File: config.mk
export PLATFORM = sky130hd
export DESIGN_NAME = csmva_mac
export DESIGN_NICKNAME = d
export VERILOG_FILES = /design/src/hdl/csr_sparse_matvec_accumulate_core_defines.svh /design/src/hdl/csmva_pkg.sv /design/src/hdl/csmva_mac.sv
export SDC_FILE = /design/constraint.sdc
export NUM_CORES = 2
export LEC_CHECK = 0
export ABC_AREA = 1
export BUFFER_PORTS_ARGS = -buffer_cell sky130_fd_sc_hd__buf_2
export CAP_MARGIN = 10
export CORE_MARGIN = 1.5
export CORE_UTILIZATION = 41
export DETAILED_ROUTE_END_ITERATION = 6
export PLACE_DENSITY = 0.55
export RECOVER_POWER = 50
export SLEW_MARGIN = 20
export SYNTH_ARGS = -nofsm -noshare
export SYNTH_HDL_FRONTEND = slang
export SYNTH_SLANG_ARGS = --single-unit
File: constraint.sdc
create_clock -name clock -period 9.9 [get_ports clock]
set_input_delay 1.98 -clock clock [delete_from_list [all_inputs] [get_ports clock]]
set_output_delay 1.98 -clock clock [all_outputs]
set_load 0.02 [all_outputs]
File: src/hdl/csr_sparse_matvec_accumulate_core_defines.svh
// ----------------------------------------------------------------------------
// CSR sparse matrix-vector core: assertion macros
// Shared assertion wrappers. Defining NO_ASSERTIONS turns every use into
// nothing.
// ----------------------------------------------------------------------------
`ifndef CSR_SPARSE_MATVEC_ACCUMULATE_CORE_DEFINES_SVH
`define CSR_SPARSE_MATVEC_ACCUMULATE_CORE_DEFINES_SVH

`ifndef NO_ASSERTIONS
// Same-cycle implication, disabled while reset is high.
`define CSMVA_ASSERT_IMPLY(label, clk, rst, ante, cons) \
   label: assert property (@(posedge clk) disable iff (rst) (ante) |-> (cons)) \
      else $error("implication check failed");
// Next-cycle implication, disabled while reset is high.
`define CSMVA_ASSERT_NEXT(label, clk, rst, ante, cons) \
   label: assert property (@(posedge clk) disable iff (rst) (ante) |=> (cons)) \
      else $error("next-cycle check failed");
`else
`define CSMVA_ASSERT_IMPLY(label, clk, rst, ante, cons)
`define CSMVA_ASSERT_NEXT(label, clk, rst, ante, cons)
`endif

`endif

File: src/hdl/csmva_pkg.sv
// ----------------------------------------------------------------------------
// CSR sparse matrix-vector package
// Sizes, field widths, request and status codes, and the control bundle
// shared by the core and its multiply-accumulate unit.
// ----------------------------------------------------------------------------
package csmva_pkg;

   localparam int MAX_ROWS    = 1024;
   localparam int MAX_ENTRIES = 8192;
   localparam int MAX_COLS    = 1024;

   localparam int TYPE_W = 2;
   localparam int POS_W  = 13;
   localparam int COL_W  = 10;
   localparam int PTR_W  = 14;
   localparam int VAL_W  = 32;
   localparam int CNT_W  = 11;
   localparam int STAT_W = 2;

   localparam int ENT_AW = $clog2(MAX_ENTRIES);
   localparam int ROW_AW = $clog2(MAX_ROWS + 1);
   localparam int VEC_AW = $clog2(MAX_COLS);

   // Full product, the rounded product and the row sum over all entries.
   localparam int PROD_W = 2 * VAL_W;
   localparam int RND_W  = PROD_W - 16;
   localparam int ACC_W  = RND_W - 1 + ENT_AW + 1;
   localparam int RES_W  = ACC_W + 1;

   localparam logic [TYPE_W-1:0] REQ_ENTRY     = 2'd0;
   localparam logic [TYPE_W-1:0] REQ_ROW_START = 2'd1;
   localparam logic [TYPE_W-1:0] REQ_VECTOR    = 2'd2;
   localparam logic [TYPE_W-1:0] REQ_EVAL      = 2'd3;

   localparam logic [STAT_W-1:0] STATUS_OK       = 2'd0;
   localparam logic [STAT_W-1:0] STATUS_RANGE    = 2'd1;
   localparam logic [STAT_W-1:0] STATUS_POINTERS = 2'd2;

   typedef struct packed {
      logic clear;
      logic mul_en;
   } mac_ctl_type;

endpackage

File: src/hdl/csmva_mac.sv
// ----------------------------------------------------------------------------
// CSR sparse matrix-vector multiply-accumulate unit
// One registered Q16.16 product per cycle, rounded to nearest (ties up) and
// summed into a row accumulator wide enough that it can never overflow.
// ----------------------------------------------------------------------------
module csmva_mac
   import csmva_pkg::*;
(
   input  logic                    clock,
   input  logic                    reset,
   input  mac_ctl_type             ctl,
   input  logic signed [VAL_W-1:0] a,
   input  logic signed [VAL_W-1:0] x,
   output logic signed [ACC_W-1:0] acc,
   output logic                    pending
);

   logic signed [PROD_W-1:0] prod_ff;
   logic                     pv_ff;
   logic signed [ACC_W-1:0]  acc_ff;
   logic signed [ACC_W-1:0]  acc_in;
   logic signed [RND_W-1:0]  rnd;

   always_ff @(posedge clock) begin
      if (ctl.mul_en) begin
         prod_ff <= a * x;
      end
   end

   // Rounding adds half an LSB: floor of the shifted product plus bit 15.
   assign rnd    = prod_ff[PROD_W-1:16];
   assign acc_in = acc_ff + ACC_W'(rnd) + ACC_W'({1'b0, prod_ff[15]});

   always_ff @(posedge clock) begin
      if (reset) begin
         pv_ff  <= 1'b0;
         acc_ff <= '0;
      end else begin
         pv_ff <= ctl.mul_en;
         if (ctl.clear) begin
            acc_ff <= '0;
         end else if (pv_ff) begin
            acc_ff <= acc_in;
         end
      end
   end

   assign acc     = acc_ff;
   assign pending = pv_ff;

endmodule

**Yosys cells after proc, flatten, opt, wreduce, memory -nomap -nowiden**

Cells that the tools add are included.

- Register bits after elaboration: 126
- Memories: 0
- Memory bits (writable): 0
- Bits in latches: 0
- Input port bits: 68
- Output and inout bits: 62
- Word-level logic and storage cells: 7
- ROM bits: 0

- Reduce and logical (&&, ||, !) cells: 1
- Equality and inequality tests: 0
- Multiply operators: 1
- $lt $le $gt $ge: 0
- Divide/modulo/power cells: 0
- Add/subtract/negate cells: 2
- Multiplexer cells: 0
- Bitwise gates (word level): 0
- Shifts and indexed selects: 0

Operators by type and width:

| cell | count |
|---|---|
| $mul A32 B32 Y64 | 1 |
| $add A61 B1 Y61 | 1 |
| $add A61 B61 Y61 | 1 |
| $reduce_or A2 Y1 | 1 |

**Longest topological paths before layout**

- Depth after elaboration: 2
- Mapped depth: 31
- Depth with buffers taken out: 30

**Worst setup path after synthesis**

Ideal clock, no wire load.

- Kind: in2reg
- Start point: input port a[31]
- End point: register prod_ff[63], data pin
- Setup time: 0.252 ns
- Setup slack: 1.060 ns
- Path buffers: 1
- Data required time: 9.648 ns
- Arrival: 8.588 ns
- Stages: 29
- Cells stage by stage: clkbuf_1 > nand2_1 > inv_1 > fa_1 > inv_1 > fa_1 > inv_1 > fa_1 > fa_1 > inv_1 > fa_1 > inv_1 > fa_1 > inv_1 > fa_1 > inv_1 > fa_1 > ha_1 > nand2_1 > nor2_1 > inv_1 > nor2_1 > inv_1 > nor4_1 > nand2_1 > nand2_1 > inv_1 > nand2_1 > nand2_1

- Cells in the longest elaborated chain, start to end: 1

RTL lines:

| element | RTL line | text |
|---|---|---|
| start: declaration | csmva_mac.sv:12 | `input logic signed [VAL_W-1:0] a,` |
| $mul A32 B32 Y64 | csmva_mac.sv:26 | `prod_ff <= a * x;` |
| end signal: assignment | csmva_mac.sv:26 |  |
| end: declaration | csmva_mac.sv:18 | `logic signed [PROD_W-1:0] prod_ff;` |

Every way passes these cells.
A chain may end at the register's enable or synchronous reset.

**Final worst setup path**

- Start point: input port a[31]
- End point: register prod_ff[60], data pin

Same word-level chain as after synthesis.

==> run summary <==
* footprint of the multi-input gates: 36100 um^2
* total wire length: 144 mm
* Final Critical Period: 9.27 ns
* standard-cell rows: 123
* most common cell after layout, fill and taps aside: inv_1
* mean post-synth cell area: 7.58 um^2
* detailed-route wire length per cell: 18.7 um
* Die ar.: 115000 um^2
* antenna violations before repair: 6
* Die Wd: 339 um
* adder and majority cell fraction of the synthesized area: 53.2%
* outcome: finished with violations
* first-pass GRT wire length: 232 mm
* maximum level of the CTS H-tree: 3
* total routing usage reported by global routing: 25.8%
* largest family of logic cells by synthesized area: adder cells
* layout overhead on the synthesized area: 6.06%
* Gate Count Post-Synth: 6121
* count of nets after finishing: 7545
* CTS Sinks: 111
* die height: 339 um
* overall via count from detail_route: 37.4k
* post-synthesis compound-gate area fraction: 4.40%
* simple logic cell fraction of the synthesized area: 19.0%
* slowest stage cell, crit path: fa_1
* most prevalent standard cell on the critical path: fa_1
* Fin Clk Skew: 0.0173 ns
* ordered list of cells on the worst path: buf_2, nand2_1, fa_1, fa_1, fa_1, inv_1, fa_1, fa_1, fa_1, inv_1, fa_1, inv_1, fa_1, ha_1, inv_1, o21ai_0, a31oi_1, nor2_1, nor2_1, nand2_1, a31oi_1, nand2_1, nand2_1, nand2_1
* headroom to the max-slew limit: -94.8%
* EDFF count, synth: 49
* Crit path required time: 10.04 ns
* critical path startpoint category: input pin
* Top Ports: 130
* measured slew at the worst slew-check pin: 2.92 ns
* fraction of the cycle the final worst path needs: 93.6%
* number of pins exceeding their max-slew limit in the final report: 51
* number of fill cells: 11.7k
* share of cells above drive strength 1: 3.88%
* Post-synth top flop: dfxtp_1
* count of instances resized after the clock tree is built: 0
* drt via density: 4.88
* clock tree from TritonCTS: yes
* worst-case clock buffer depth: 2
* setup repair after global routing missed its margin: false
* pin count of the biggest net entering global routing: 55
* detailed router's first-iteration violation count: 2363
* Detailed Routing Iterations Pass 1: 6
* maximum fanout count along the critical path: 18
* antenna-violating nets left: 0
* buffers added on ports: 129
* TritonCTS Buffers: 9
* most used cells in the layout excluding fill and tap cells: inv_1 (1803), nand2_1 (1634), fa_1 (1083)
* netlist area before placement: 46400 um^2
* Ant. Diodes: 0
* share of the yosys chip area belonging to registers: 5.85%
* post-CTS clock slew at the launch and capture registers of the worst setup and hold paths: 0.08 ns
* Final HPWL DP: 126 mm
* Net Count, Synth: 7511
* setup fix buffers added after clock tree synthesis: 0
* Skew-Pair Late Insertion Delay: 0.39 ns
* count of cell types in the netlist: 42
* highest clock frequency the design can meet: 108 MHz
* core area: 112000 um^2
* final hold violation count: 0
* path category of the worst min-delay check: flip-flop to flip-flop
* cell type contributing the most total cell area after synthesis: fa_1
* Synth async-reset ratio: 0%
* Starting Density: 41.3%
* register area: 2720 um^2
* xor-xnor portion of the synthesized cell area: 1.19%
* Worst setup EP type: flip-flop
* fraction of synthesized area in multiplexers: 0%
* maxcap violations: 1
* cts-stage hold buffer count: 0
* via count of the first global-routing pass: 40.3k
* fraction of post-synthesis cell area in the top cell type by area: 46.8%
* violations in the final reports: max-capacitance violations, max-slew violations
* signal arrival time at the worst endpoint: 9.41 ns
* setup violators final: 0
* startpoint-to-endpoint class of the critical path: input pin to flip-flop
* Final TNS setup: 0 ns
* flip-flop and latch count after synthesis: 111
* top area cells in the synthesized netlist: fa_1 (47%), inv_1 (15%), nand2_1 (13%), ha_1 (6.4%), edfxtp_1 (3.2%)
* final weighted congestion of routability-driven global placement: 0.938
* DR DRC count: 0
* CTS root buffer: clkbuf_16
* gr ovfl total: 0
* Syn. warnings: 0
* worst stage delay on the critical path: 0.83 ns
synthesized netlist by cell type, types with 10 or more instances:
library cell  instances
inv_1              1803
nand2_1            1634
fa_1               1083
nor2_1              370
ha_1                239
clkbuf_1            204
a21oi_1             170
nand3_1             127
o21ai_0             124
dfxtp_1              62
xor2_1               53
edfxtp_1             49
o21bai_1             30
nand4_1              25
nor3_1               20
nand2_2              16
a31oi_1              12
xnor2_1              10
worst max-delay path, delay by kind of cell:
family / cells / cell delay, ns
compound gates: 3 / 0.90
fa+ha+maj: 9 / 4.91
buf+inv: 5 / 0.81
simple gates: 7 / 0.77
sequential cells by signal (all words and copies together) (netlist names):
name and count:
pending 1, prod_ff 49, acc 61
final timing paths:
kind	startpoint	to	slack (ns)	cells past startpoint
worst max register to register	acc[0]$_SDFFE_PP0P_	acc[32]$_SDFFE_PP0P_	7.13	15
worst max-delay path	a[31]	prod_ff[60]$_DFFE_PP_	0.63	24
worst min-delay path	acc[60]$_SDFFE_PP0P_	acc[60]$_SDFFE_PP0P_	0.51	2
worst min register to register	acc[60]$_SDFFE_PP0P_	acc[60]$_SDFFE_PP0P_	0.51	2
stage by stage:
stage | hold slack [ns] | cells | area (um^2) | worst slack, ns | utilization, %
floorplan | 0.564 | 6121 | 46400 | 1.06 | -
global placement | 0.490 | 7644 | 48900 | 0.201 | 43.6
detailed placement | 0.498 | 7644 | 48900 | 0.141 | 43.6
CTS | 0.519 | 7660 | 49200 | 0.572 | 43.8
global route | 0.553 | 7660 | 49200 | 0.238 | 43.8
finish | 0.513 | 7660 | 49200 | 0.634 | 43.8
area by class of cell:
class	instances	area share, %
clock buffer	10	0.509
clock inverter	6	0.127
inverter	1806	13.8
multi-input combinational	3994	73.4
sequential	111	5.52
tap	1500	3.82
timing repair buffer	233	2.86
kinds of logic after synthesis:
group,Yosys count
xor gates and xnor gates,63
and+or+nand+nor,2237
DFF,111
adders and majority gates,1322
AOI/OAI and AO/OA,372
buffers and inverters,2016
metal layers:
layer | up-vias | global-route usage (%) | wire (um)
met5 | - | 0 | 29
met1 | 18800 | 36.7 | 66300
li1 | 17400 | - | -
met2 | 977 | 43.8 | 68000
met4 | 4 | 4.81 | 2640
met3 | 131 | 1.85 | 6510
Power is not shown: default switching activity piles up to over one toggle a cycle in this logic, so the estimate is an artifact.
